===== config.mk =====
export PLATFORM = sky130hd
export DESIGN_NAME = dirty_rect_ledger
export DESIGN_NICKNAME = d
export VERILOG_FILES = /design/src/hw/rtl/dlr_pkg.sv /design/src/hw/rtl/dlr_ram.sv /design/src/hw/rtl/dlr_cmp_unit.sv /design/src/hw/rtl/dirty_rect_ledger.sv
export SDC_FILE = /design/constraint.sdc
export NUM_CORES = 2
export LEC_CHECK = 0
export BUFFER_PORTS_ARGS = -buffer_cell sky130_fd_sc_hd__clkbuf_2
export CORE_MARGIN = 1.5
export CORE_UTILIZATION = 35
export CTS_CLUSTER_DIAMETER = 30
export DETAILED_ROUTE_END_ITERATION = 8
export GPL_TIMING_DRIVEN = 0
export PLACE_DENSITY = 0.58
export SYNTH_ARGS = -nofsm -noshare
export SYNTH_HDL_FRONTEND = slang
export SYNTH_SLANG_ARGS = --single-unit

===== constraint.sdc =====
create_clock -name clk_i -period 11 [get_ports clk_i]
set_input_delay 1.65 -clock clk_i [delete_from_list [all_inputs] [get_ports clk_i]]
set_output_delay 1.65 -clock clk_i [all_outputs]
set_load 0.1 [all_outputs]

===== src/hw/rtl/dlr_pkg.sv =====
// ============================================================================
// dlr_pkg: shared types and constants for the dirty rectangle ledger
// Holds the item formats of both channels, the stored entry layout, the
// opcode and sequencer state codes, and the compare unit result.
// ============================================================================
`timescale 1ns / 1ps

package dlr_pkg;

  // Field widths fixed by the item formats.
  localparam int COORD_W = 12;
  localparam int SUM_W   = COORD_W + 1;
  localparam int TIME_W  = 48;
  localparam int OP_W    = 2;
  localparam int SLOT_W  = 4;
  localparam int COUNT_W = 5;

  // Item opcodes. The fourth code changes nothing.
  typedef enum logic [OP_W-1:0] {
    OP_ADD   = 2'd0,
    OP_PATCH = 2'd1,
    OP_CLEAR = 2'd2
  } op_e;

  // Sequencer states.
  typedef enum logic [1:0] {
    ST_IDLE,
    ST_WALK,
    ST_FINISH
  } state_e;

  // One input item.
  typedef struct packed {
    logic [OP_W-1:0]    opcode;
    logic [COORD_W-1:0] rect_x;
    logic [COORD_W-1:0] rect_y;
    logic [COORD_W-1:0] rect_w;
    logic [COORD_W-1:0] rect_h;
    logic [TIME_W-1:0]  now_us;
    logic               last_in_batch;
  } in_item_t;

  // One result item.
  typedef struct packed {
    logic [SLOT_W-1:0]  slot;
    logic               evicted;
    logic [COUNT_W-1:0] cleared_count;
    logic [COUNT_W-1:0] active_count;
    logic               batch_done;
  } out_item_t;

  // One stored rectangle with its time stamp.
  typedef struct packed {
    logic [COORD_W-1:0] left;
    logic [COORD_W-1:0] top;
    logic [COORD_W-1:0] width;
    logic [COORD_W-1:0] height;
    logic [TIME_W-1:0]  time_us;
  } entry_t;

  // Flags from the shared compare unit.
  typedef struct packed {
    logic overlap;
    logic older;
  } cmp_res_t;

endpackage


===== src/hw/rtl/dlr_ram.sv =====
// ============================================================================
// dlr_ram: generic single-write, single-read RAM
// One write port and one read port with registered read data.
// ============================================================================
`timescale 1ns / 1ps

module dlr_ram #(
  parameter int WIDTH = 96,
  parameter int DEPTH = 16
) (
  input  logic                     clk_i,
  input  logic                     we_i,
  input  logic [$clog2(DEPTH)-1:0] waddr_i,
  input  logic [WIDTH-1:0]         wdata_i,
  input  logic                     re_i,
  input  logic [$clog2(DEPTH)-1:0] raddr_i,
  output logic [WIDTH-1:0]         rdata_o
);

  logic [WIDTH-1:0] mem_q [DEPTH];
  logic [WIDTH-1:0] rdata_q;

  // Storage array and read data register.
  always_ff @(posedge clk_i) begin
    if (we_i) begin
      mem_q[waddr_i] <= wdata_i;
    end
    if (re_i) begin
      rdata_q <= mem_q[raddr_i];
    end
  end

  assign rdata_o = rdata_q;

endmodule


===== src/hw/rtl/dlr_cmp_unit.sv =====
// ============================================================================
// dlr_cmp_unit: shared compare unit of the ledger
// Tests one stored entry against the probe rectangle with a strict interval
// overlap on both axes, and checks whether its time is below the running
// minimum.
// ============================================================================
`timescale 1ns / 1ps

module dlr_cmp_unit (
  input  dlr_pkg::entry_t              entry_i,
  input  dlr_pkg::in_item_t            probe_i,
  input  logic [dlr_pkg::TIME_W-1:0]   tmin_i,
  output dlr_pkg::cmp_res_t            res_o
);
  import dlr_pkg::*;

  logic [SUM_W-1:0] probe_right;
  logic [SUM_W-1:0] probe_bottom;
  logic [SUM_W-1:0] entry_right;
  logic [SUM_W-1:0] entry_bottom;

  // Far edges, one bit wider so the sums never wrap.
  always_comb begin
    probe_right  = SUM_W'(probe_i.rect_x) + SUM_W'(probe_i.rect_w);
    probe_bottom = SUM_W'(probe_i.rect_y) + SUM_W'(probe_i.rect_h);
    entry_right  = SUM_W'(entry_i.left) + SUM_W'(entry_i.width);
    entry_bottom = SUM_W'(entry_i.top) + SUM_W'(entry_i.height);
  end

  // Strict overlap on both axes: rectangles that only touch at an edge do
  // not overlap.
  always_comb begin
    res_o.overlap = (SUM_W'(entry_i.left) < probe_right) &&
                    (SUM_W'(probe_i.rect_x) < entry_right) &&
                    (SUM_W'(entry_i.top) < probe_bottom) &&
                    (SUM_W'(probe_i.rect_y) < entry_bottom);
    res_o.older   = entry_i.time_us < tmin_i;
  end

endmodule


===== src/hw/rtl/dirty_rect_ledger.sv =====
// ============================================================================
// dirty_rect_ledger: table of pending screen rectangles
// Adds rectangles into free slots (evicting the oldest when full), drops
// entries that overlap a patch rectangle, and clears the whole table.
// ============================================================================
//
//   Channel   Signals                              Moves
//   --------  -----------------------------------  -------------------------
//   input     in_valid_i, in_stall_o, in_item_i    one command item
//   output    out_valid_o, out_stall_i, out_item_o one result per command
//
// An add or a patch walks the table one entry per cycle through the entry
// RAM and the shared compare unit; the result register loads after the walk,
// which ends early for an add that finds a free slot. A clear or an unused
// opcode skips the walk. The block returns to idle as the result register
// loads. The RAM read port sets the walk at one entry per cycle. After reset
// the table is empty and the block is ready at once. The next item is
// accepted while a result waits in the output register; a stalled output
// holds the block in its finishing state.
`timescale 1ns / 1ps

module dirty_rect_ledger #(
  parameter int ENTRIES = 16
) (
  input  logic               clk_i,
  input  logic               rst_ni,
  input  logic               in_valid_i,
  output logic               in_stall_o,
  input  dlr_pkg::in_item_t  in_item_i,
  output logic               out_valid_o,
  input  logic               out_stall_i,
  output dlr_pkg::out_item_t out_item_o
);
  import dlr_pkg::*;

  localparam int IDX_W = $clog2(ENTRIES);
  localparam int CNT_W = $clog2(ENTRIES + 1);
  localparam int ENT_W = $bits(entry_t);
  localparam logic [IDX_W-1:0] LAST_IDX  = IDX_W'(ENTRIES - 1);
  localparam logic [CNT_W-1:0] ENT_COUNT = CNT_W'(ENTRIES);

  state_e state_q, state_d;

  // Control registers.
  logic [CNT_W-1:0]   rd_cnt_q, rd_cnt_d;
  logic               cmp_v_q, cmp_v_d;
  logic [ENTRIES-1:0] valid_q, valid_d;
  logic [CNT_W-1:0]   active_q, active_d;
  logic               out_valid_q, out_valid_d;

  // Payload registers.
  in_item_t           req_q, req_d;
  logic [IDX_W-1:0]   cmp_idx_q, cmp_idx_d;
  logic [TIME_W-1:0]  tmin_q, tmin_d;
  logic [IDX_W-1:0]   pick_q, pick_d;
  logic               free_q, free_d;
  logic [CNT_W-1:0]   cleared_q, cleared_d;
  out_item_t          out_q, out_d;

  // Sequencer controls.
  logic accept;
  logic issue_rd;
  logic eval;
  logic out_load;
  logic walk_done;

  // Entry RAM and compare unit.
  logic       ram_we;
  entry_t     ram_wentry;
  logic [ENT_W-1:0] ram_rdata;
  entry_t     rd_entry;
  cmp_res_t   cmp_res;

  dlr_ram #(
    .WIDTH (ENT_W),
    .DEPTH (ENTRIES)
  ) u_dlr_ram (
    .clk_i   (clk_i),
    .we_i    (ram_we),
    .waddr_i (pick_q),
    .wdata_i (ram_wentry),
    .re_i    (issue_rd),
    .raddr_i (rd_cnt_q[IDX_W-1:0]),
    .rdata_o (ram_rdata)
  );

  assign rd_entry = entry_t'(ram_rdata);

  dlr_cmp_unit u_dlr_cmp_unit (
    .entry_i (rd_entry),
    .probe_i (req_q),
    .tmin_i  (tmin_q),
    .res_o   (cmp_res)
  );

  // Next state.
  always_comb begin
    state_d = state_q;
    unique case (state_q)
      ST_IDLE: begin
        if (in_valid_i) begin
          if (req_d.opcode == OP_ADD || req_d.opcode == OP_PATCH) begin
            state_d = ST_WALK;
          end else begin
            state_d = ST_FINISH;
          end
        end
      end
      ST_WALK: begin
        if (walk_done) begin
          state_d = ST_FINISH;
        end
      end
      ST_FINISH: begin
        if (out_load) begin
          state_d = ST_IDLE;
        end
      end
      default: state_d = ST_IDLE;
    endcase
  end

  // Sequencer outputs.
  always_comb begin
    in_stall_o = (state_q != ST_IDLE);
    accept     = (state_q == ST_IDLE) && in_valid_i;
    issue_rd   = (state_q == ST_WALK) && (rd_cnt_q < ENT_COUNT);
    eval       = (state_q == ST_WALK) && cmp_v_q;
    out_load   = (state_q == ST_FINISH) && (!out_valid_q || !out_stall_i);
  end

  // Walk over the table and the final update of each item.
  always_comb begin
    req_d       = req_q;
    rd_cnt_d    = rd_cnt_q;
    cmp_v_d     = issue_rd;
    cmp_idx_d   = rd_cnt_q[IDX_W-1:0];
    valid_d     = valid_q;
    active_d    = active_q;
    tmin_d      = tmin_q;
    pick_d      = pick_q;
    free_d      = free_q;
    cleared_d   = cleared_q;
    out_d       = out_q;
    out_valid_d = out_valid_q;
    walk_done   = 1'b0;
    ram_we      = 1'b0;

    if (accept) begin
      req_d     = in_item_i;
      rd_cnt_d  = '0;
      free_d    = 1'b0;
      pick_d    = '0;
      cleared_d = '0;
    end else if (issue_rd) begin
      rd_cnt_d = rd_cnt_q + 1'b1;
    end

    // One entry per cycle from the RAM read register.
    if (eval) begin
      if (req_q.opcode == OP_ADD) begin
        if (!valid_q[cmp_idx_q]) begin
          pick_d    = cmp_idx_q;
          free_d    = 1'b1;
          walk_done = 1'b1;
        end else begin
          if (cmp_idx_q == '0 || cmp_res.older) begin
            tmin_d = rd_entry.time_us;
            pick_d = cmp_idx_q;
          end
          walk_done = (cmp_idx_q == LAST_IDX);
        end
      end else begin
        if (valid_q[cmp_idx_q] && cmp_res.overlap) begin
          valid_d[cmp_idx_q] = 1'b0;
          cleared_d          = cleared_q + 1'b1;
        end
        walk_done = (cmp_idx_q == LAST_IDX);
      end
    end

    // Commit the item and load the result register.
    if (out_load) begin
      out_d = '0;
      unique case (req_q.opcode)
        OP_ADD: begin
          ram_we          = 1'b1;
          valid_d[pick_q] = 1'b1;
          if (free_q) begin
            active_d = active_q + 1'b1;
          end
          out_d.slot    = SLOT_W'(pick_q);
          out_d.evicted = !free_q;
        end
        OP_PATCH: begin
          active_d            = active_q - cleared_q;
          out_d.cleared_count = COUNT_W'(cleared_q);
          out_d.batch_done    = req_q.last_in_batch;
        end
        OP_CLEAR: begin
          valid_d             = '0;
          active_d            = '0;
          out_d.cleared_count = COUNT_W'(active_q);
        end
        default: begin
        end
      endcase
      out_d.active_count = COUNT_W'(active_d);
      out_valid_d        = 1'b1;
    end else if (!out_stall_i) begin
      out_valid_d = 1'b0;
    end
  end

  // Rectangle and time written on an add.
  always_comb begin
    ram_wentry.left    = req_q.rect_x;
    ram_wentry.top     = req_q.rect_y;
    ram_wentry.width   = req_q.rect_w;
    ram_wentry.height  = req_q.rect_h;
    ram_wentry.time_us = req_q.now_us;
  end

  // Control registers.
  always_ff @(posedge clk_i or negedge rst_ni) begin
    if (!rst_ni) begin
      state_q     <= ST_IDLE;
      rd_cnt_q    <= '0;
      cmp_v_q     <= 1'b0;
      valid_q     <= '0;
      active_q    <= '0;
      out_valid_q <= 1'b0;
    end else begin
      state_q     <= state_d;
      rd_cnt_q    <= rd_cnt_d;
      cmp_v_q     <= cmp_v_d;
      valid_q     <= valid_d;
      active_q    <= active_d;
      out_valid_q <= out_valid_d;
    end
  end

  // Payload registers.
  always_ff @(posedge clk_i) begin
    req_q     <= req_d;
    cmp_idx_q <= cmp_idx_d;
    tmin_q    <= tmin_d;
    pick_q    <= pick_d;
    free_q    <= free_d;
    cleared_q <= cleared_d;
    out_q     <= out_d;
  end

  assign out_valid_o = out_valid_q;
  assign out_item_o  = out_q;

endmodule


# Yosys cells after proc, flatten, opt, wreduce, memory -nomap -nowiden
# Memory sizes are Yosys's and may differ from the RTL's. A register that Yosys moved wholly into a read port is not among the register bits.
# Cells that the tools add are included.
# Widths: inputs -> output; s select.
[totals] regBits=207 latchBits=0 ram_bits=1536 mem_bits_ro=0 wordCells=123 n_memories=1
[classes] add_sub_neg=8 mul=0 n_div=0 magnitude_cmp=10 n_eq_ne=10 n_shift=0 mux=44 n_bitwise=3 n_reduce_logical=24
[memory_table] name="u_dlr_ram.mem_q" words=16 word_bits=96 rd=1 rd_clocked_by_memory_dff=1 wr=1 line_no="dlr_ram.sv:20" text="logic [WIDTH-1:0] mem_q [DEPTH];"
[ops] operator="$mux 99" n=1
[ops] operator="$mux 16" n=4
[ops] operator="$add 12x12->13" n=4
[ops] operator="$lt 12x13->1" n=4
[ops] operator="$lt 48x48->1" n=1
[ops] operator="$mux 5" n=7
[ops] operator="$pmux 16 s2" n=1
[ops] operator="$mux 4" n=5
[ops] operator="$and 16x16->16" n=1
[ops] operator="$mux 1" n=16
[ops] operator="$not 16->16" n=1
[ops] operator="$or 16x16->16" n=1
[ops] operator="$add 5x1->5 const B" n=3
[ops] operator="$pmux 5 s3" n=1
[ops] operator="$logic_and 1x1->1" n=10
[ops] operator="$lt 4x5->1 const B" n=2
[ops] operator="$pmux 5 s2" n=1
[ops] operator="$demux 1 s4" n=2
[ops] operator="$ge 4x1->1 const B" n=2
[ops] operator="$mux 2" n=4
[ops] operator="$eq 2x1->1 const B" n=3
[ops] operator="$logic_not 2->1" n=3
[ops] operator="$ne 2x2->1 const B" n=3
[ops] operator="$pmux 2 s3" n=1
[ops] operator="other kinds (12)" n=18

# Depth between registers and ports, before layout
[depth] depth_word=12 ltp_mapped=19

# Modules after synthesis
# From an unflattened synthesis, not the netlist that was laid out.
[unflattened] cells_unflattened=3433 hier_area_um2=71896.5
[by_module_without_submodules] mod="dlr_ram" instances=1 cells_each=2460 area_each_um2=60316.6
[by_module_without_submodules] mod="dirty_rect_ledger" instances=1 cells_each=428 area_each_um2=7440.9
[by_module_without_submodules] mod="dlr_cmp_unit" instances=1 cells_each=545 area_each_um2=4139.0

# Worst setup path before layout
# OpenSTA, ideal clock, no wires.
[synth_timing] path_type="input -> register" start="input out_stall_i" end="register valid_q[0]" arrival_time_ns=9.676 required_time_ns=10.897 path_slack_ns=1.220 path_stages=7 path_buffers=1 cell_sequence="nand2_1 > nand2b_1 > clkbuf_1 > or4_1 > nor3_1 > o21ai_0 > a21oi_1"
[synth_between] elab_chain_cells=4
[synth_lines] element="start, declared" line_no="dirty_rect_ledger.sv:31" text="input logic out_stall_i,"
[synth_lines] element="$logic_not 1->1"
[synth_lines] element="$logic_or 1x1->1" line_no="dirty_rect_ledger.sv:129" text="out_load = (state_q == ST_FINISH) && (!out_valid_q || !out_stall_i);"
[synth_lines] element="$logic_and 1x1->1" line_no="dirty_rect_ledger.sv:129"
[synth_lines] element="$mux 16" line_no="dirty_rect_ledger.sv:183" text="if (out_load) begin"
[synth_lines] element="via valid_d[0]" line_no="dirty_rect_ledger.sv:47" text="logic [ENTRIES-1:0] valid_q, valid_d;"
[synth_lines] element="end signal, assigned" line_no="dirty_rect_ledger.sv:237" text="valid_q <= valid_d;"
[synth_lines] element="end, declared" line_no="dirty_rect_ledger.sv:47"
# The timed path passes the listed nets, and every way through them passes these cells.
# A chain may end at the register's enable or synchronous reset.

# Worst setup path in the final report
[layout_timing] start="register req_q (netlist bit ram_wentry[84])" end="register valid_q[1]"
[layout_between] elab_chain_cells=12 elab_cells_between_ends=13 cone_classes="1 x add/sub; 2 x order compare; 5 x mux; 1 x bitwise; 4 x reduce/logical"
[layout_lines] element="start, declared" line_no="dirty_rect_ledger.sv:52" text="in_item_t req_q, req_d;"
[layout_lines] element="start signal, assigned" line_no="dirty_rect_ledger.sv:245" text="req_q <= req_d;"
[layout_lines] element="$add 12x12->13" line_no="dlr_cmp_unit.sv:24" text="probe_right = SUM_W'(probe_i.rect_x) + SUM_W'(probe_i.rect_w);"
[layout_lines] element="$lt 12x13->1" line_no="dlr_cmp_unit.sv:33" text="res_o.overlap = (SUM_W'(entry_i.left) < probe_right) &&"
[layout_lines] element="$logic_and 1x1->1 (*)" line_no="dlr_cmp_unit.sv:33"
[layout_lines] element="$logic_and 1x1->1 (*)" line_no="dlr_cmp_unit.sv:34" text="(SUM_W'(probe_i.rect_x) < entry_right) &&"
[layout_lines] element="$logic_and 1x1->1 (*)" line_no="dlr_cmp_unit.sv:35" text="(SUM_W'(entry_i.top) < probe_bottom) &&"
[layout_lines] element="$logic_and 1x1->1 (*)" line_no="dirty_rect_ledger.sv:174" text="if (valid_q[cmp_idx_q] && cmp_res.overlap) begin"
[layout_lines] element="$mux 16 (*)" line_no="dirty_rect_ledger.sv:174"
[layout_lines] element="$mux 16 (*)" line_no="dirty_rect_ledger.sv:161" text="if (req_q.opcode == OP_ADD) begin"
[layout_lines] element="$mux 16 (*)" line_no="dirty_rect_ledger.sv:160" text="if (eval) begin"
[layout_lines] element="$or 16x16->16 (no source line)"
[layout_lines] element="$pmux 16 s2" line_no="dirty_rect_ledger.sv:185" text="unique case (req_q.opcode)"
[layout_lines] element="$mux 16 (*)" line_no="dirty_rect_ledger.sv:183"
[layout_lines] element="via valid_d[1]" line_no="dirty_rect_ledger.sv:47"
# The timed path passes the listed nets; every way through them passes the cells marked *.

==> metrics <==
First-pass DRT Iterations 5; total count of hold-check failures in the final report 0; minimum period implied by the final worst setup slack 5060 ps; wire length of the first global-routing pass 261000 microns; routed length per instance 26.3 microns; Cell Area, Synth 71800 sq um; data arrival time of the worst path 5840 ps; fraction of layout instances using a drive strength above 1 34.8%; Overflow after GRT 0; growth of design area from synthesis to finish 26.9%; number of buffers between clock root and the deepest sink 4; Slew Limit Fails 0; post-CTS setup buffers 0; max-capacitance violation count 0; peak per-stage delay on the critical path 680 ps; CTS resizes 0; count of fill cells added during filler insertion 17000; status finished clean; Setup crit end kind register; clock slew at reported path FFs 50 ps; chip height 456 microns; DPL Wire Length 114000 microns; mean cell area of the mapped netlist 22.4 sq um; setup repair after global routing missed its margin false; number of global-route vias before repair 37400; Die W 456 microns; worst-case vdd ir drop 192 uV; Floorplan Core Area 204000 sq um; total detailed-routing wirelength 180000 microns; FFs w/ async S/R, synth 1.63%; TritonCTS clock tree done; number of instances in the synthesized netlist 3202; H-tree depth reported by CTS 5; post-detailed-route count of antenna-violating nets 0; critical setup path kind reg -> reg; number of nets produced by synthesis 3460; synthesis warning total 0; final setup violating endpoints 0; number of design-rule violations left by the first detailed-router iteration 3293; post-route setup TNS 0 ps; number of input and output port buffers inserted 120; area leader, netlist sky130_fd_sc_hd__edfxtp_1; clock root cell sky130_fd_sc_hd__clkbuf_16; number of synthesized register bits 1839; Final period util 46.0%; Setup crit start kind register; nets 4102; number of cells after detailed placement 6142; row cnt 166; pwr dens 273 nW/um^2; share of the synthesized area in the top cell type 75.0%; clk sinks 1839; EDFF count, synth 1794; maximum fanout encountered on the critical timing path 18; number of standard cells in the final layout excluding fillers 6841; Die Footprint 208000 sq um; highest-delay cell along the critical path sky130_fd_sc_hd__edfxtp_1; pin count of the biggest net entering global routing 60; top post-synthesis cells by area sky130_fd_sc_hd__edfxtp_1 75%, sky130_fd_sc_hd__mux4_2 15%, sky130_fd_sc_hd__ha_1 2.6%; number of vias per cell 5.15; via total after detailed routing 35200; clock latency on the worst-skew pair 950 ps; cell chain of the critical path ha_1 > inv_1 > fa_1 > nor2b_1 > o31a_1 > or2_1 > o41ai_2 > o21ai_1 > xnor2_1 > ha_1 > a21o_1 > a22o_1 > nor4_1 > a211oi_1 > o21ai_4 > nand4_2 > buf_6 > nor4_1 > a21oi_1; Total Power 24.9 mW; gp weighted congestion 0.762; initial cell density of the core 35.2%; path category of the worst min-delay check reg -> reg; multi-input gate area in the final layout 16200 sq um; cts bufs inserted 387; post-route clock skew 56.5 ps; number of remaining DRC errors 0; count of distinct cell types in the synthesized netlist 73; Tot GR Track Use 17.3%; total leakage power 30.1 nW; Synth Flop Type sky130_fd_sc_hd__edfxtp_1; relative slew slack 12.8%; count of pins on the block boundary 121; FMAX 197 MHz; total buffers and inverters traversed by the critical path 2; slew of the pin with the lowest slew margin 1310 ps; worst endpoint required time 11780 ps; initial antenna violation count 3; Sequential Area 54900 sq um; Post-CTS Hold Fix Bufs 0; sequential element share of the synthesized area 76.5%; Largest delay share family, worst path compound AO/OA/AOI/OAI gates
[cell type report]
cell class / instances / area share, %
antenna: 1 / 0.00274
buffer: 122 / 0.568
clock buffer: 422 / 10.9
clock inverter: 275 / 3.34
inverter: 81 / 0.342
multi-input combinational: 1160 / 17.8
sequential: 1839 / 60.2
tap: 2688 / 3.69
timing repair buffer: 253 / 3.12
[cells in the mapped netlist, drive strengths merged, types with 4 or more instances]
library cell and instances:
a211o 4, a21oi 68, o21ai 47, o21a 14
or3 5, fa 5, nor2 54, buf 50
a2111oi 4, a22oi 5, a211oi 8, o221ai 6
nor2b 13, nor3 17, and3 4, dfxtp 15
o211ai 5, o21bai 6, nand2b 22, mux4 484
clkbuf 72, or4 4, xor2 19, nand3 12
nor4 6, mux2i 8, a21o 23, edfxtp 1794
dfrtp 30, ha 150, nand4 15, xnor2 21
inv 81, nand2 69, and2 6, or2 7
[routing by layer]
| metal | track usage [%] | part of all wire, % | vias to the layer above |
|---|---|---|---|
| li1 | - | - | 15000 |
| met1 | 22.2 | 41 | 18700 |
| met2 | 29.3 | 51 | 1195 |
| met3 | 3.22 | 5.3 | 280 |
| met4 | 5.85 | 2.6 | 0 |
| met5 | 0 | 0 | - |
[worst register-to-register path, stage by stage (launching register included)]
cell	delay, ps
sky130_fd_sc_hd__edfxtp_1	680
sky130_fd_sc_hd__ha_1	340
sky130_fd_sc_hd__inv_1	70
sky130_fd_sc_hd__fa_1	200
sky130_fd_sc_hd__nor2b_1	70
sky130_fd_sc_hd__o31a_1	250
sky130_fd_sc_hd__or2_1	250
sky130_fd_sc_hd__o41ai_2	550
sky130_fd_sc_hd__o21ai_1	180
sky130_fd_sc_hd__xnor2_1	200
sky130_fd_sc_hd__ha_1	270
sky130_fd_sc_hd__a21o_1	160
sky130_fd_sc_hd__a22o_1	170
sky130_fd_sc_hd__nor4_1	200
sky130_fd_sc_hd__a211oi_1	170
sky130_fd_sc_hd__o21ai_4	90
sky130_fd_sc_hd__nand4_2	230
sky130_fd_sc_hd__buf_6	240
sky130_fd_sc_hd__nor4_1	440
sky130_fd_sc_hd__a21oi_1	140
[kinds of logic (layout without fill, tap and decap cells)]
| logic type | count (synthesis) | in the layout | synth area share, % |
|---|---|---|---|
| XOR/XNOR | 40 | 40 | 0.488 |
| AO/OA/AOI/OAI | 231 | 231 | 2.16 |
| adder cells (fa/ha/maj) | 155 | 155 | 2.75 |
| AND/OR/NAND/NOR | 239 | 239 | 1.64 |
| other | 0 | 1 | 0 |
| buffers and inverters | 203 | 1153 | 1.14 |
| multiplexers | 495 | 495 | 15.3 |
| flip-flops | 1839 | 1839 | 76.5 |
[sequential cells by signal (all words and copies together) (netlist names), named ones only]
| name | flops |
|---|---|
| state_q | 2 |
| u_dlr_ram.mem_q | 1536 |
| out_item_o | 16 |
| ram_wentry | 96 |
| pick_q | 4 |
| valid_q | 16 |
| cmp_idx_q | 4 |
| free_q | 1 |
| out_valid_o | 1 |
| active_q | 5 |
| cmp_v_q | 1 |
| req_q | 2 |
| tmin_q | 48 |
| u_dlr_ram.rdata_o | 96 |
| rd_cnt_q | 5 |
| cleared_q | 5 |
[metrics by stage]
stage | area (sq um) | utilization (%) | hold slack (ps) | worst slack [ps]
after floorplan | 71800 | - | 345 | 1220
after global placement | 75800 | 37.1 | 353 | -9800
after detailed placement | 78100 | 38.3 | 362 | 5910
after CTS | 91100 | 44.6 | 373 | 6000
after global routing | 91200 | 44.6 | 381 | 5640
final | 91200 | 44.7 | 369 | 5940
[worst paths after layout]
| path | startpoint | endpoint | slack [ps] | cells after the start |
|---|---|---|---|---|
| max | ram_wentry[84] | valid_q[1] | 5940 | 19 |
| min | rd_cnt_q[2] | cmp_idx_q[2] | 370 | 0 |
| max reg2reg | ram_wentry[84] | valid_q[1] | 5940 | 19 |
| min reg2reg | rd_cnt_q[2] | cmp_idx_q[2] | 370 | 0 |
| max in group asynchronous | rst_ni | valid_q[10] | 9600 | 1 |
| min in group asynchronous | rst_ni | active_q[2] | 850 | 1 |
[report_power, final]
group	internal [mW]	switching, mW
clock	7.63	3.84
combinational	2.03	2.49
sequential	8.42	0.463
total	18.1	6.80
[cells in the final DEF (no fill, tap or decap), types with 38 or more instances in the layout]
| cell type | count |
|---|---|
| sky130_fd_sc_hd__a21oi_1 | 67 |
| sky130_fd_sc_hd__buf_12 | 63 |
| sky130_fd_sc_hd__buf_6 | 54 |
| sky130_fd_sc_hd__bufinv_16 | 45 |
| sky130_fd_sc_hd__clkbuf_1 | 97 |
| sky130_fd_sc_hd__clkbuf_16 | 393 |
| sky130_fd_sc_hd__clkbuf_2 | 122 |
| sky130_fd_sc_hd__clkinv_2 | 42 |
| sky130_fd_sc_hd__clkinv_4 | 38 |
| sky130_fd_sc_hd__clkinvlp_4 | 50 |
| sky130_fd_sc_hd__edfxtp_1 | 1794 |
| sky130_fd_sc_hd__ha_1 | 150 |
| sky130_fd_sc_hd__inv_1 | 78 |
| sky130_fd_sc_hd__inv_6 | 41 |
| sky130_fd_sc_hd__mux4_2 | 484 |
| sky130_fd_sc_hd__nand2_1 | 69 |
| sky130_fd_sc_hd__nor2_1 | 40 |
No activity file was read; power rests on OpenSTA's default activity.
